$ cat src/hdl/mprt_pkg.sv
// ----------------------------------------------------------------------------
// mprt_pkg
// Shared types, codes and helpers of the multipath prefix route table.
// ----------------------------------------------------------------------------
package mprt_pkg;

    localparam int DEF_TABLE_DEPTH    = 16;
    localparam int DEF_INTERFACE_BITS = 8;
    localparam int MAX_RESULTS        = 16;
    localparam int K_BITS             = $clog2(MAX_RESULTS + 1);
    localparam int IN_BITS            = 80;
    localparam int OUT_BITS           = 48;
    localparam logic [5:0] MAX_PLEN   = 6'd32;

    typedef enum logic [1:0] {
        OP_LOOKUP = 2'd0,
        OP_ADD    = 2'd1,
        OP_REMOVE = 2'd2,
        OP_NOP    = 2'd3
    } t_op;

    typedef enum logic [2:0] {
        ST_FOUND    = 3'd0,
        ST_NO_ROUTE = 3'd1,
        ST_ADDED    = 3'd2,
        ST_DUP      = 3'd3,
        ST_FULL     = 3'd4,
        ST_REMOVED  = 3'd5
    } t_status;

    typedef enum logic [3:0] {
        S_IDLE,
        S_BEST,
        S_LOOK_END,
        S_EMIT,
        S_LAST,
        S_DUP,
        S_ADD,
        S_REM,
        S_COLLAPSE,
        S_RESP
    } t_state;

    typedef struct packed {
        logic load;   // take payload and kill flag from the neighbor
        logic wr;     // write a new route into this cell
    } t_cell_ctl;

    function automatic logic [31:0] prefix_mask(input logic [5:0] len);
        logic [31:0] m;
        if (len == 6'd0) begin
            m = 32'd0;
        end else if (len >= MAX_PLEN) begin
            m = 32'hffffffff;
        end else begin
            m = ~(32'hffffffff >> len);
        end
        return m;
    endfunction

endpackage

$ cat src/hdl/mprt_cell.sv
// ----------------------------------------------------------------------------
// mprt_cell
// One route slot of the table chain, shifted from its neighbor on request.
// ----------------------------------------------------------------------------
module mprt_cell #(
    parameter int INTERFACE_BITS = 8
) (
    input  logic                      i_clk,
    input  logic                      i_rst_n,
    input  mprt_pkg::t_cell_ctl       i_ctl,
    input  logic [31:0]               i_nb_net,
    input  logic [5:0]                i_nb_plen,
    input  logic [INTERFACE_BITS-1:0] i_nb_itf,
    input  logic [31:0]               i_nb_met,
    input  logic                      i_nb_kill,
    input  logic [31:0]               i_wr_net,
    input  logic [5:0]                i_wr_plen,
    input  logic [INTERFACE_BITS-1:0] i_wr_itf,
    input  logic [31:0]               i_wr_met,
    output logic [31:0]               o_net,
    output logic [5:0]                o_plen,
    output logic [INTERFACE_BITS-1:0] o_itf,
    output logic [31:0]               o_met,
    output logic                      o_kill
);
    import mprt_pkg::*;

    logic [31:0]               r_net;
    logic [5:0]                r_plen;
    logic [INTERFACE_BITS-1:0] r_itf;
    logic [31:0]               r_met;
    logic                      r_kill;

    always_ff @(posedge i_clk) begin
        if (i_ctl.load) begin
            r_net  <= i_nb_net;
            r_plen <= i_nb_plen;
            r_itf  <= i_nb_itf;
            r_met  <= i_nb_met;
        end else if (i_ctl.wr) begin
            r_net  <= i_wr_net;
            r_plen <= i_wr_plen;
            r_itf  <= i_wr_itf;
            r_met  <= i_wr_met;
        end
    end

    always_ff @(posedge i_clk) begin
        if (!i_rst_n) begin
            r_kill <= 1'b0;
        end else if (i_ctl.load) begin
            r_kill <= i_nb_kill;
        end else if (i_ctl.wr) begin
            r_kill <= 1'b0;
        end
    end

    assign o_net  = r_net;
    assign o_plen = r_plen;
    assign o_itf  = r_itf;
    assign o_met  = r_met;
    assign o_kill = r_kill;

endmodule

$ cat src/hdl/multipath_prefix_route_table.sv
// ----------------------------------------------------------------------------
// multipath_prefix_route_table
// Ordered IPv4 route table with longest-prefix, lowest-metric multipath lookup.
// ----------------------------------------------------------------------------
// Requests enter on the s_axis channel: operation, address, prefix length,
// interface and metric packed in tdata. Results leave on the m_axis channel
// as status, interface, metric and removed count, tlast on the final result
// of a request. The routes sit in a ring of TABLE_DEPTH cells that rotates
// one slot per cycle past a head cell, where all compares are made, unless
// a stalled receiver holds it. A lookup makes one rotation to find the best
// prefix and metric and, if a route matches, a second to emit the best
// routes in order. An add makes a duplicate-scan rotation, then a write and
// a response; a remove makes a marking rotation, then a collapse pass that
// closes one gap per cycle. One request is in work at a time; tready is
// high only while the table is idle. A stalled receiver freezes the emit
// rotation and holds the output register. Reset empties the table (route
// count zero) and drops any result in flight.
// ----------------------------------------------------------------------------
module multipath_prefix_route_table #(
    parameter int TABLE_DEPTH    = mprt_pkg::DEF_TABLE_DEPTH,
    parameter int INTERFACE_BITS = mprt_pkg::DEF_INTERFACE_BITS
) (
    input  logic                          i_clk,
    input  logic                          i_rst_n,
    input  logic                          i_s_axis_tvalid,
    output logic                          o_s_axis_tready,
    // operation[1:0], address[33:2], prefix_length[39:34],
    // out_interface[47:40], route_metric[79:48]
    input  logic [mprt_pkg::IN_BITS-1:0]  i_s_axis_tdata,
    output logic                          o_m_axis_tvalid,
    input  logic                          i_m_axis_tready,
    // status[2:0], chosen_interface[10:3], chosen_metric[42:11],
    // removed_count[47:43]
    output logic [mprt_pkg::OUT_BITS-1:0] o_m_axis_tdata,
    output logic                          o_m_axis_tlast
);
    import mprt_pkg::*;

    localparam int IW  = (TABLE_DEPTH > 1) ? $clog2(TABLE_DEPTH) : 1;
    localparam int CW  = $clog2(TABLE_DEPTH + 1);
    localparam int IFW = INTERFACE_BITS;

    t_state r_state, n_state;

    logic [IW-1:0]  r_step;
    logic [CW-1:0]  r_count;
    logic [CW-1:0]  r_kept;
    logic [31:0]    r_addr;
    logic [5:0]     r_plen;
    logic [IFW-1:0] r_itf;
    logic [31:0]    r_met;
    logic           r_any;
    logic [5:0]     r_best_len;
    logic [31:0]    r_best_met;
    logic           r_dup;
    logic [4:0]     r_rem;
    t_status        r_rstat;
    logic           r_pend_v;
    logic [IFW-1:0] r_pend_itf;
    logic [31:0]    r_pend_met;
    logic [K_BITS-1:0] r_k;
    logic                r_ovalid;
    logic [OUT_BITS-1:0] r_odata;
    logic                r_olast;

    logic [31:0]    w_net  [TABLE_DEPTH];
    logic [5:0]     w_plen [TABLE_DEPTH];
    logic [IFW-1:0] w_itf  [TABLE_DEPTH];
    logic [31:0]    w_met  [TABLE_DEPTH];
    logic [TABLE_DEPTH-1:0] w_kill;
    logic [TABLE_DEPTH-1:0] w_pre;

    logic        w_in_acc, w_ofree, w_last_step, w_head_valid;
    logic        w_pfx_hit, w_dup_hit, w_rem_hit, w_best_hit;
    logic        w_rotate, w_collapse, w_write, w_push;
    logic [31:0] w_mask, w_rem_mask;
    logic [5:0]  w_in_plen;
    t_op         w_in_op;
    logic [OUT_BITS-1:0] w_push_data;
    logic        w_push_last;
    logic [15:0] w_pend_itf16;

    assign w_in_acc  = i_s_axis_tvalid && o_s_axis_tready;
    assign w_in_op   = t_op'(i_s_axis_tdata[1:0]);
    assign w_in_plen = (i_s_axis_tdata[39:34] > MAX_PLEN) ? MAX_PLEN : i_s_axis_tdata[39:34];
    assign w_ofree   = !r_ovalid || i_m_axis_tready;
    assign w_last_step = (r_step == IW'(TABLE_DEPTH - 1));
    assign w_head_valid = (CW'(r_step) < r_count);

    // compares at the head of the ring
    assign w_mask     = prefix_mask(w_plen[0]);
    assign w_rem_mask = prefix_mask(r_plen);
    assign w_pfx_hit  = w_head_valid && (((r_addr ^ w_net[0]) & w_mask) == 32'd0);
    assign w_dup_hit  = w_head_valid && (w_net[0] == r_addr) && (w_plen[0] == r_plen)
                        && (w_itf[0] == r_itf) && (w_met[0] == r_met);
    assign w_rem_hit  = w_head_valid && (w_itf[0] == r_itf) && (w_plen[0] == r_plen)
                        && (((w_net[0] ^ r_addr) & w_rem_mask) == 32'd0);
    assign w_best_hit = w_pfx_hit && (w_plen[0] == r_best_len) && (w_met[0] == r_best_met)
                        && (r_k < K_BITS'(MAX_RESULTS));

    // next state
    always_comb begin
        n_state = r_state;
        unique case (r_state)
            S_IDLE: begin
                if (w_in_acc) begin
                    unique case (w_in_op)
                        OP_LOOKUP: n_state = S_BEST;
                        OP_ADD:    n_state = S_DUP;
                        OP_REMOVE: n_state = S_REM;
                        OP_NOP:    n_state = S_IDLE;
                    endcase
                end
            end
            S_BEST:     if (w_last_step) n_state = S_LOOK_END;
            S_LOOK_END: n_state = r_any ? S_EMIT : S_RESP;
            S_EMIT:     if (w_ofree && w_last_step) n_state = S_LAST;
            S_LAST:     if (w_ofree) n_state = S_IDLE;
            S_DUP:      if (w_last_step) n_state = S_ADD;
            S_ADD:      n_state = S_RESP;
            S_REM:      if (w_last_step) n_state = S_COLLAPSE;
            S_COLLAPSE: if (w_last_step) n_state = S_RESP;
            S_RESP:     if (w_ofree) n_state = S_IDLE;
            default:    n_state = S_IDLE;
        endcase
    end

    // control strobes
    always_comb begin
        w_rotate    = 1'b0;
        w_collapse  = 1'b0;
        w_write     = 1'b0;
        w_push      = 1'b0;
        w_push_last = 1'b1;
        w_pend_itf16 = 16'(r_pend_itf);
        w_push_data = {r_rem, 32'd0, 8'd0, r_rstat};
        unique case (r_state)
            S_BEST, S_DUP, S_REM: w_rotate = 1'b1;
            S_EMIT: begin
                w_rotate    = w_ofree;
                w_push      = w_ofree && w_best_hit && r_pend_v;
                w_push_last = 1'b0;
                w_push_data = {5'd0, r_pend_met, w_pend_itf16[7:0], ST_FOUND};
            end
            S_LAST: begin
                w_push      = w_ofree;
                w_push_data = {5'd0, r_pend_met, w_pend_itf16[7:0], ST_FOUND};
            end
            S_ADD:      w_write = !r_dup && (r_count < CW'(TABLE_DEPTH));
            S_COLLAPSE: w_collapse = 1'b1;
            S_RESP:     w_push = w_ofree;
            default: ;
        endcase
    end

    assign o_s_axis_tready = (r_state == S_IDLE);

    always_ff @(posedge i_clk) begin
        if (!i_rst_n) begin
            r_state  <= S_IDLE;
            r_step   <= '0;
            r_count  <= '0;
            r_ovalid <= 1'b0;
            r_pend_v <= 1'b0;
            r_k      <= '0;
        end else begin
            r_state <= n_state;
            if (w_rotate || w_collapse) begin
                r_step <= w_last_step ? '0 : r_step + 1'b1;
            end
            if (w_write) begin
                r_count <= r_count + 1'b1;
            end else if (w_collapse && w_last_step) begin
                r_count <= r_kept;
            end
            if (w_in_acc) begin
                r_pend_v <= 1'b0;
                r_k      <= '0;
            end else if (r_state == S_EMIT && w_ofree && w_best_hit) begin
                r_pend_v <= 1'b1;
                r_k      <= r_k + 1'b1;
            end
            if (w_push) begin
                r_ovalid <= 1'b1;
            end else if (i_m_axis_tready) begin
                r_ovalid <= 1'b0;
            end
        end
    end

    // request fields and scan results
    always_ff @(posedge i_clk) begin
        if (w_in_acc) begin
            r_addr <= i_s_axis_tdata[33:2];
            r_plen <= w_in_plen;
            r_itf  <= IFW'(16'(i_s_axis_tdata[47:40]));
            r_met  <= i_s_axis_tdata[79:48];
            r_any  <= 1'b0;
            r_dup  <= 1'b0;
            r_rem  <= '0;
            r_kept <= '0;
        end
        if (r_state == S_BEST && w_pfx_hit) begin
            if (!r_any || w_plen[0] > r_best_len) begin
                r_any      <= 1'b1;
                r_best_len <= w_plen[0];
                r_best_met <= w_met[0];
            end else if (w_plen[0] == r_best_len && w_met[0] < r_best_met) begin
                r_best_met <= w_met[0];
            end
        end
        if (r_state == S_DUP && w_dup_hit) begin
            r_dup <= 1'b1;
        end
        if (r_state == S_REM && w_head_valid) begin
            if (w_rem_hit) begin
                r_rem <= r_rem + 1'b1;
            end else begin
                r_kept <= r_kept + 1'b1;
            end
        end
        if (r_state == S_LOOK_END) begin
            r_rstat <= ST_NO_ROUTE;
        end else if (r_state == S_ADD) begin
            if (r_dup) begin
                r_rstat <= ST_DUP;
            end else if (r_count >= CW'(TABLE_DEPTH)) begin
                r_rstat <= ST_FULL;
            end else begin
                r_rstat <= ST_ADDED;
            end
        end else if (r_state == S_COLLAPSE) begin
            r_rstat <= ST_REMOVED;
        end
        if (r_state == S_EMIT && w_ofree && w_best_hit) begin
            r_pend_itf <= w_itf[0];
            r_pend_met <= w_met[0];
        end
        if (w_push) begin
            r_odata <= w_push_data;
            r_olast <= w_push_last;
        end
    end

    assign o_m_axis_tvalid = r_ovalid;
    assign o_m_axis_tdata  = r_odata;
    assign o_m_axis_tlast  = r_olast;

    // ring of route cells; collapse shifts everything above the first gap
    genvar gi;
    generate
        for (gi = 0; gi < TABLE_DEPTH; gi++) begin : g_cell
            t_cell_ctl      w_ctl;
            logic [31:0]    w_nb_net;
            logic [5:0]     w_nb_plen;
            logic [IFW-1:0] w_nb_itf;
            logic [31:0]    w_nb_met;
            logic           w_nb_kill;

            if (gi == 0) begin : g_pre0
                assign w_pre[gi] = w_kill[gi];
            end else begin : g_pre
                assign w_pre[gi] = w_pre[gi-1] | w_kill[gi];
            end

            if (gi == TABLE_DEPTH - 1) begin : g_tail
                assign w_nb_net  = w_net[0];
                assign w_nb_plen = w_plen[0];
                assign w_nb_itf  = w_itf[0];
                assign w_nb_met  = w_met[0];
                assign w_nb_kill = (r_state == S_REM) && w_rem_hit;
            end else begin : g_body
                assign w_nb_net  = w_net[gi+1];
                assign w_nb_plen = w_plen[gi+1];
                assign w_nb_itf  = w_itf[gi+1];
                assign w_nb_met  = w_met[gi+1];
                assign w_nb_kill = w_kill[gi+1];
            end

            assign w_ctl.load = w_rotate || (w_collapse && w_pre[gi]);
            assign w_ctl.wr   = w_write && (r_count[IW-1:0] == IW'(gi));

            mprt_cell #(
                .INTERFACE_BITS(IFW)
            ) u_cell (
                .i_clk     (i_clk),
                .i_rst_n   (i_rst_n),
                .i_ctl     (w_ctl),
                .i_nb_net  (w_nb_net),
                .i_nb_plen (w_nb_plen),
                .i_nb_itf  (w_nb_itf),
                .i_nb_met  (w_nb_met),
                .i_nb_kill (w_nb_kill),
                .i_wr_net  (r_addr),
                .i_wr_plen (r_plen),
                .i_wr_itf  (r_itf),
                .i_wr_met  (r_met),
                .o_net     (w_net[gi]),
                .o_plen    (w_plen[gi]),
                .o_itf     (w_itf[gi]),
                .o_met     (w_met[gi]),
                .o_kill    (w_kill[gi])
            );
        end
    endgenerate

    a_count_bound: assert property (@(posedge i_clk) disable iff (!i_rst_n)
        r_count <= CW'(TABLE_DEPTH))
        else $error("route count above table depth");

    a_no_kill_idle: assert property (@(posedge i_clk) disable iff (!i_rst_n)
        (r_state == S_IDLE) |-> (w_kill == '0))
        else $error("removal marks left after collapse");

    a_result_cap: assert property (@(posedge i_clk) disable iff (!i_rst_n)
        r_k <= K_BITS'(MAX_RESULTS))
        else $error("too many lookup results");

    a_emit_has_best: assert property (@(posedge i_clk) disable iff (!i_rst_n)
        (r_state == S_EMIT) |-> r_any)
        else $error("emit pass without a best route");

endmodule

$ cat config.mk
export PLATFORM = sky130hd
export DESIGN_NAME = multipath_prefix_route_table
export DESIGN_NICKNAME = d
export VERILOG_FILES = /design/src/hdl/mprt_pkg.sv /design/src/hdl/mprt_cell.sv /design/src/hdl/multipath_prefix_route_table.sv
export SDC_FILE = /design/constraint.sdc
export NUM_CORES = 2
export LEC_CHECK = 0
export ABC_AREA = 1
export BUFFER_PORTS_ARGS = -buffer_cell sky130_fd_sc_hd__buf_2
export CAP_MARGIN = 20
export CORE_UTILIZATION = 45
export CTS_BUF_LIST = sky130_fd_sc_hd__clkbuf_4 sky130_fd_sc_hd__clkbuf_8 sky130_fd_sc_hd__clkbuf_16
export DETAILED_ROUTE_END_ITERATION = 12
export SYNTH_ARGS = -nofsm -noshare
export SYNTH_HDL_FRONTEND = slang
export SYNTH_HIERARCHICAL = 1
export SYNTH_SLANG_ARGS = --single-unit
$ cat constraint.sdc
create_clock -name i_clk -period 4.7 [get_ports i_clk]
set_clock_uncertainty 0.2 [all_clocks]
set_input_delay 0.235 -clock i_clk [delete_from_list [all_inputs] [get_ports i_clk]]
set_output_delay 0.235 -clock i_clk [all_outputs]
set_load 0.01 [all_outputs]
After elaboration in Yosys (flattened, before gate mapping). Index checks and enable logic that the tools add are counted. W data, S select, Z words.

Register bits after elaboration: 1504. Output and inout bits: 51. Bits of input ports: 84.

Shifts and indexed selects: 2. Add/subtract/negate cells: 5. Magnitude comparators: 9. Bitwise gates (word level): 21. Muxes and demuxes: 199. Eq/ne operators: 41. Reductions and logical operators: 112.

Operator list (count): $mux W32 (70); $mux W8 (32); $mux W6 (32); $eq A32 B32 Y1 (3); $and A32 B32 Y32 (2); $logic_not A32 Y1 (2); $not A32 Y32 (2); $shr A32 B6 Y32 const A (2); $logic_and A1 B1 Y1 (56); $eq A4 B4 Y1 const B (11); $mux W1 (40); $mux W5 (8); $reduce_bool A2 Y1 (20); $mux W4 (9); $pmux W4 S9 (1); $eq A4 B3 Y1 const B (8); $lt A32 B32 Y1 (1); $xor A32 B32 Y32 (1); $add A5 B1 Y5 const B (4); $logic_or A1 B1 Y1 (19); $eq A4 B2 Y1 const B (4); $pmux W4 S4 (1); $or A1 B1 Y1 (15); $eq A6 B6 Y1 (2); 24 further kinds (44).

Longest topological paths before layout.
Word-level depth: 18. Depth in mapped cells: 18. Mapped depth without buffers: 17.

Cells and area by module. Netlist, hierarchy kept.

By module, submodules not included: mprt_cell (area each 3468.3 µm², instances 16, cells each 336); multipath_prefix_route_table (area each 12208.0 µm², instances 1, cells each 1303).

Worst setup path before layout. Ideal clock, no wire load.

Kind: reg-to-reg. Start: reg r_state[3]. End: reg r_rem[4]. Cell stages (with the launch flop): 12. Library setup time: 0.112 ns. Data required time: 4.388 ns. Clock period less this slack: 5.200 ns. Slack: -0.500 ns. Arrival time: 4.887 ns. Cells stage by stage: dfxtp_1 > nor2_1 > nand2_1 > nor2_1 > inv_1 > clkbuf_1 > nand2_1 > inv_1 > nand2_1 > nand2_1 > nand2_1 > nand2_1.

Word-level cells in the longest chain between the ends: 5. Elaborated cells between the ends (all ways): 7. Classes of those cells: eq/ne: 1; mux: 3; reduce/logical: 3.

RTL lines: start, declared (RTL line multipath_prefix_route_table.sv:43) `t_state r_state, n_state;`; start signal, assigned (RTL line multipath_prefix_route_table.sv:167) `r_state <= n_state;`; $logic_not A4 Y1 (*) (RTL line multipath_prefix_route_table.sv:156) `assign o_s_axis_tready = (r_state == S_IDLE);`; $logic_and A1 B1 Y1 (*) (RTL line multipath_prefix_route_table.sv:83) `assign w_in_acc = i_s_axis_tvalid && o_s_axis_tready;`; named net w_in_acc (RTL line multipath_prefix_route_table.sv:73) `logic w_in_acc, w_ofree, w_last_step, w_head_valid;`; $mux W5 (*) (RTL line multipath_prefix_route_table.sv:193) `if (w_in_acc) begin`; $mux W5 (RTL line multipath_prefix_route_table.sv:216) `if (w_rem_hit) begin`; $mux W5 (*) (RTL line multipath_prefix_route_table.sv:215) `if (r_state == S_REM && w_head_valid) begin`; end signal, assigned (RTL line multipath_prefix_route_table.sv:217) `r_rem <= r_rem + 1'b1;`; end, declared (RTL line multipath_prefix_route_table.sv:56) `logic [4:0] r_rem;`.

The timed path passes the listed nets; every way through them passes the cells marked *. A chain may end at the register's enable or synchronous reset.

==> flow_summary_export.csv <==
group,metric,value,unit
logic_synthesis,ys_seq_elements,1504,
sta,slew_viol_final,0,
logic_synthesis,synthArstFlopShare,0,%
logic_synthesis,synth_commonest_cells,"1541 x nand2_1, 1492 x inv_1, 1453 x edfxtp_1",
placed_design,dpl.hpwl,109000,um
cts,cts.clk_slew.worst_paths,0.07,ns
placed_design,portBuffers,134,
global_routing,antenna_found_initial,3,
logic_synthesis,ys_top_cells_by_area,"edfxtp_1 64%, o21ai_0 9.7%, nand2_1 8.5%",
outcome,status,"complete, no violations",
placed_design,gp_congestion,0.848,
cts,root_buffer,"clkbuf_16",
sta,fin_crit_sh,90.0,%
floorplan,ios,135,
sta,setup_ws,0.469,ns
floorplan,die_h,390,um
sta,finalCriticalPeriod,4.23,ns
worst_setup_path,cp_max_fo,34,
global_routing,grt.overflow.total,0,
cts,cts_resized,0,
power,pwr_density_cell,610,mW/mm^2
logic_synthesis,syn_nets,6814,
final_layout,fin_nets,7123,
sta,hold-worst-slack,0.0447,ns
worst_setup_path,start_kind,"register",
cts,cts_buffer_depth,3,
final_layout,drive_gt1_share,8.82,%
sta,rsz0062_at_grt,"no",
logic_synthesis,synth.avg_cell_area,10.1,um^2
cts,clkSinkCount,1504,
logic_synthesis,synth_ff_type,"edfxtp_1",
global_routing,grt_first_pass_wirelength,277000,um
worst_setup_path,critPathArrivalTime,4.52,ns
final_layout,final_cells,9127,
final_layout,nFillCells,13200,
power,peakVddDrop,429,uV
sta,tns,0,ns
floorplan,die_w,390,um
route,totalWireLength,184000,um
cts,postCtsSetupRepairBufs,0,
global_routing,grt_max_degree,158,
route,drt_first_pass_iters,6,
final_layout,fin_util,52.3,%
floorplan,coreArea,0.149,mm^2
logic_synthesis,synth_top_cell_area_share,64.4,%
route,postRouteAntennaNets,0,
cts,cts_tree,"yes",
run,drv_cap,0,
sta,hold_violations,0,
cts,cts_buffers,162,
logic_synthesis,ys_warn_count,6,
final_layout,synthToLayoutAreaGrowth,14.7,%
cts,clk_latency,0.80,ns
logic_synthesis,synth-edff-count,1453,
route,post_drt_wl_per_cell,20.1,um
worst_setup_path,worstPathRequired,4.99,ns
placed_design,dp.cells,8661,
floorplan,start_util,45.6,%
route,viasPerCell,5.04,
logic_synthesis,synth_top_cell_by_area,"edfxtp_1",
cts,htree_levels,4,
global_routing,grt_usage,24.3,%
route,drc_errors,0,
sta,slew_headroom,25.3,%
logic_synthesis,synthCells,6679,
logic_synthesis,syn_area,0.0677,mm^2
cts,hold_buffers,161,
logic_synthesis,ys_seq_area_share,66.0,%
floorplan,dieArea,0.152,mm^2
worst_setup_path,critPathKind,"reg2reg",
route,drtIter0Drc,4212,
placed_design,place_ws,0.498,ns
logic_synthesis,synth.most_common_cell,"nand2_1",
hold_path,hold_class,"in2reg",
floorplan,rows,141,
logic_synthesis,yosys.cell_types.count,44,
global_routing,grt_pass1_vias,44700,
route,vias,46000,
sta,tightestPinTransition,1.12,ns
sta,setup_violations,0,
sta,max_freq,236,MHz
worst_setup_path,crit_path_end_kind,"register",
power,leakage,30.8,nW
metrics by stage:
step / area, um^2 / total power [mW]
6_report: 77700 / 47.3
5_1_grt: 77700 / 49.8
4_1_cts: 77600 / 47.6
3_5_place_dp: 70700 / 34.7
3_3_place_gp: 70600 / 34.4
2_1_floorplan: 67700 / 29.6
registers in the layout, summed over array words and instances, names as in the netlist, 3 cells and up:
register and flops:
g_cell.u_cell/o_itf 128, g_cell.u_cell/o_kill 16, g_cell.u_cell/o_met 512, g_cell.u_cell/o_net 512, g_cell.u_cell/o_plen 96, o_m_axis_tdata 48, r_addr 32, r_best_len 6
r_best_met 32, r_count 5, r_itf 8, r_k 5, r_kept 5, r_met 32, r_pend_itf 8, r_pend_met 32
r_plen 6, r_rem 5, r_rstat 3, r_state 4, r_step 4
routing by layer:
layer	wire, um	up-vias	GRT usage [%]	share of wire, %
met5	27	-	0	0.015
met4	4560	4	7.26	2.5
met3	13500	282	4.10	7.4
met2	84400	1549	39.1	46
met1	81200	22000	33.9	44
li1	-	22200	-	-
final cells by class:
class | count | area [um^2] | area share (%)
Sequential cell | 1504 | 44700 | 57.5
Multi-Input combinational cell | 3383 | 15800 | 20.3
Inverter | 1501 | 5690 | 7.33
Clock buffer | 222 | 4560 | 5.87
Timing Repair Buffer | 436 | 3720 | 4.79
Tap cell | 2002 | 2500 | 3.23
Clock inverter | 78 | 736 | 0.947
Antenna cell | 1 | 2.50 | 0.00322
layout by cell type, fill, tap and decap left out, drive strengths merged, types with 2 or more instances in the layout:
cell type,netlist,routed
a211oi,4,4
a21oi,63,63
a31oi,8,8
buf,236,275
bufinv,0,7
clkbuf,55,222
clkinv,1,62
clkinvlp,0,3
dfxtp,51,51
dlygate4sd3,0,161
edfxtp,1453,1453
ha,51,51
inv,1500,1507
nand2,1544,1544
nand3,56,56
nand3b,3,3
nand4,17,17
nor2,200,200
nor3,15,15
nor4,13,13
o211ai,5,5
o21ai,1318,1318
o21bai,2,2
o22ai,3,3
or2,10,10
xnor2,21,21
xor2,42,42
logic make-up (layout without fill, tap and decap cells):
group / count (synthesis) / in the layout / share of synthesized area, %
buffers and inverters: 1792 / 2237 / 11.0
adders and majority gates: 51 / 51 / 0.943
other: 0 / 1 / 0
and+or+nand+nor: 1861 / 1861 / 10.8
xor gates and xnor gates: 63 / 63 / 0.815
AOI/OAI and AO/OA: 1408 / 1408 / 10.5
DFF: 1504 / 1504 / 66.0
final timing paths:
path                                                            from                                     to  slack, ns  depth (start not counted)
worst min-delay path                              i_s_axis_tdata[78]                    r_met[30]$_DFFE_PP_       0.04                          2
worst max register to register  g_cell[0].u_cell/o_kill$_SDFFE_PN0P_  g_cell[15].u_cell/o_met[14]$_DFFE_PP_       0.47                         17
worst min register to register               r_rstat[2]$_SDFFE_PP0N_                r_rstat[2]$_SDFFE_PP0N_       0.26                          2
worst max-delay path            g_cell[0].u_cell/o_kill$_SDFFE_PN0P_  g_cell[15].u_cell/o_met[14]$_DFFE_PP_       0.47                         17
power breakdown:
part / switching [mW] / internal, mW / total, mW / leakage, nW
Sequential: 1.55 / 20.2 / 21.7 / 13.8
Combinational: 9.66 / 3.26 / 12.9 / 14.4
Clock: 5.44 / 7.25 / 12.7 / 2.65
Total: 16.7 / 30.7 / 47.3 / 30.8
critical path, cell delays in order (launching register included):
cell	delay, ns
dfxtp_1	0.33
nor2_1	0.35
nand2_1	0.12
nor2_2	0.26
nand2_1	0.10
nor2_2	0.23
nand2_1	0.10
nor2_2	0.23
nand2_1	0.10
nor2_2	0.25
nand2_1	0.13
nor3_1	0.15
nand3_1	0.09
nand2_1	0.26
nand3_4	0.13
nor2_1	0.24
inv_4	0.27
buf_12	0.26
(Power assumes the default switching activity.)
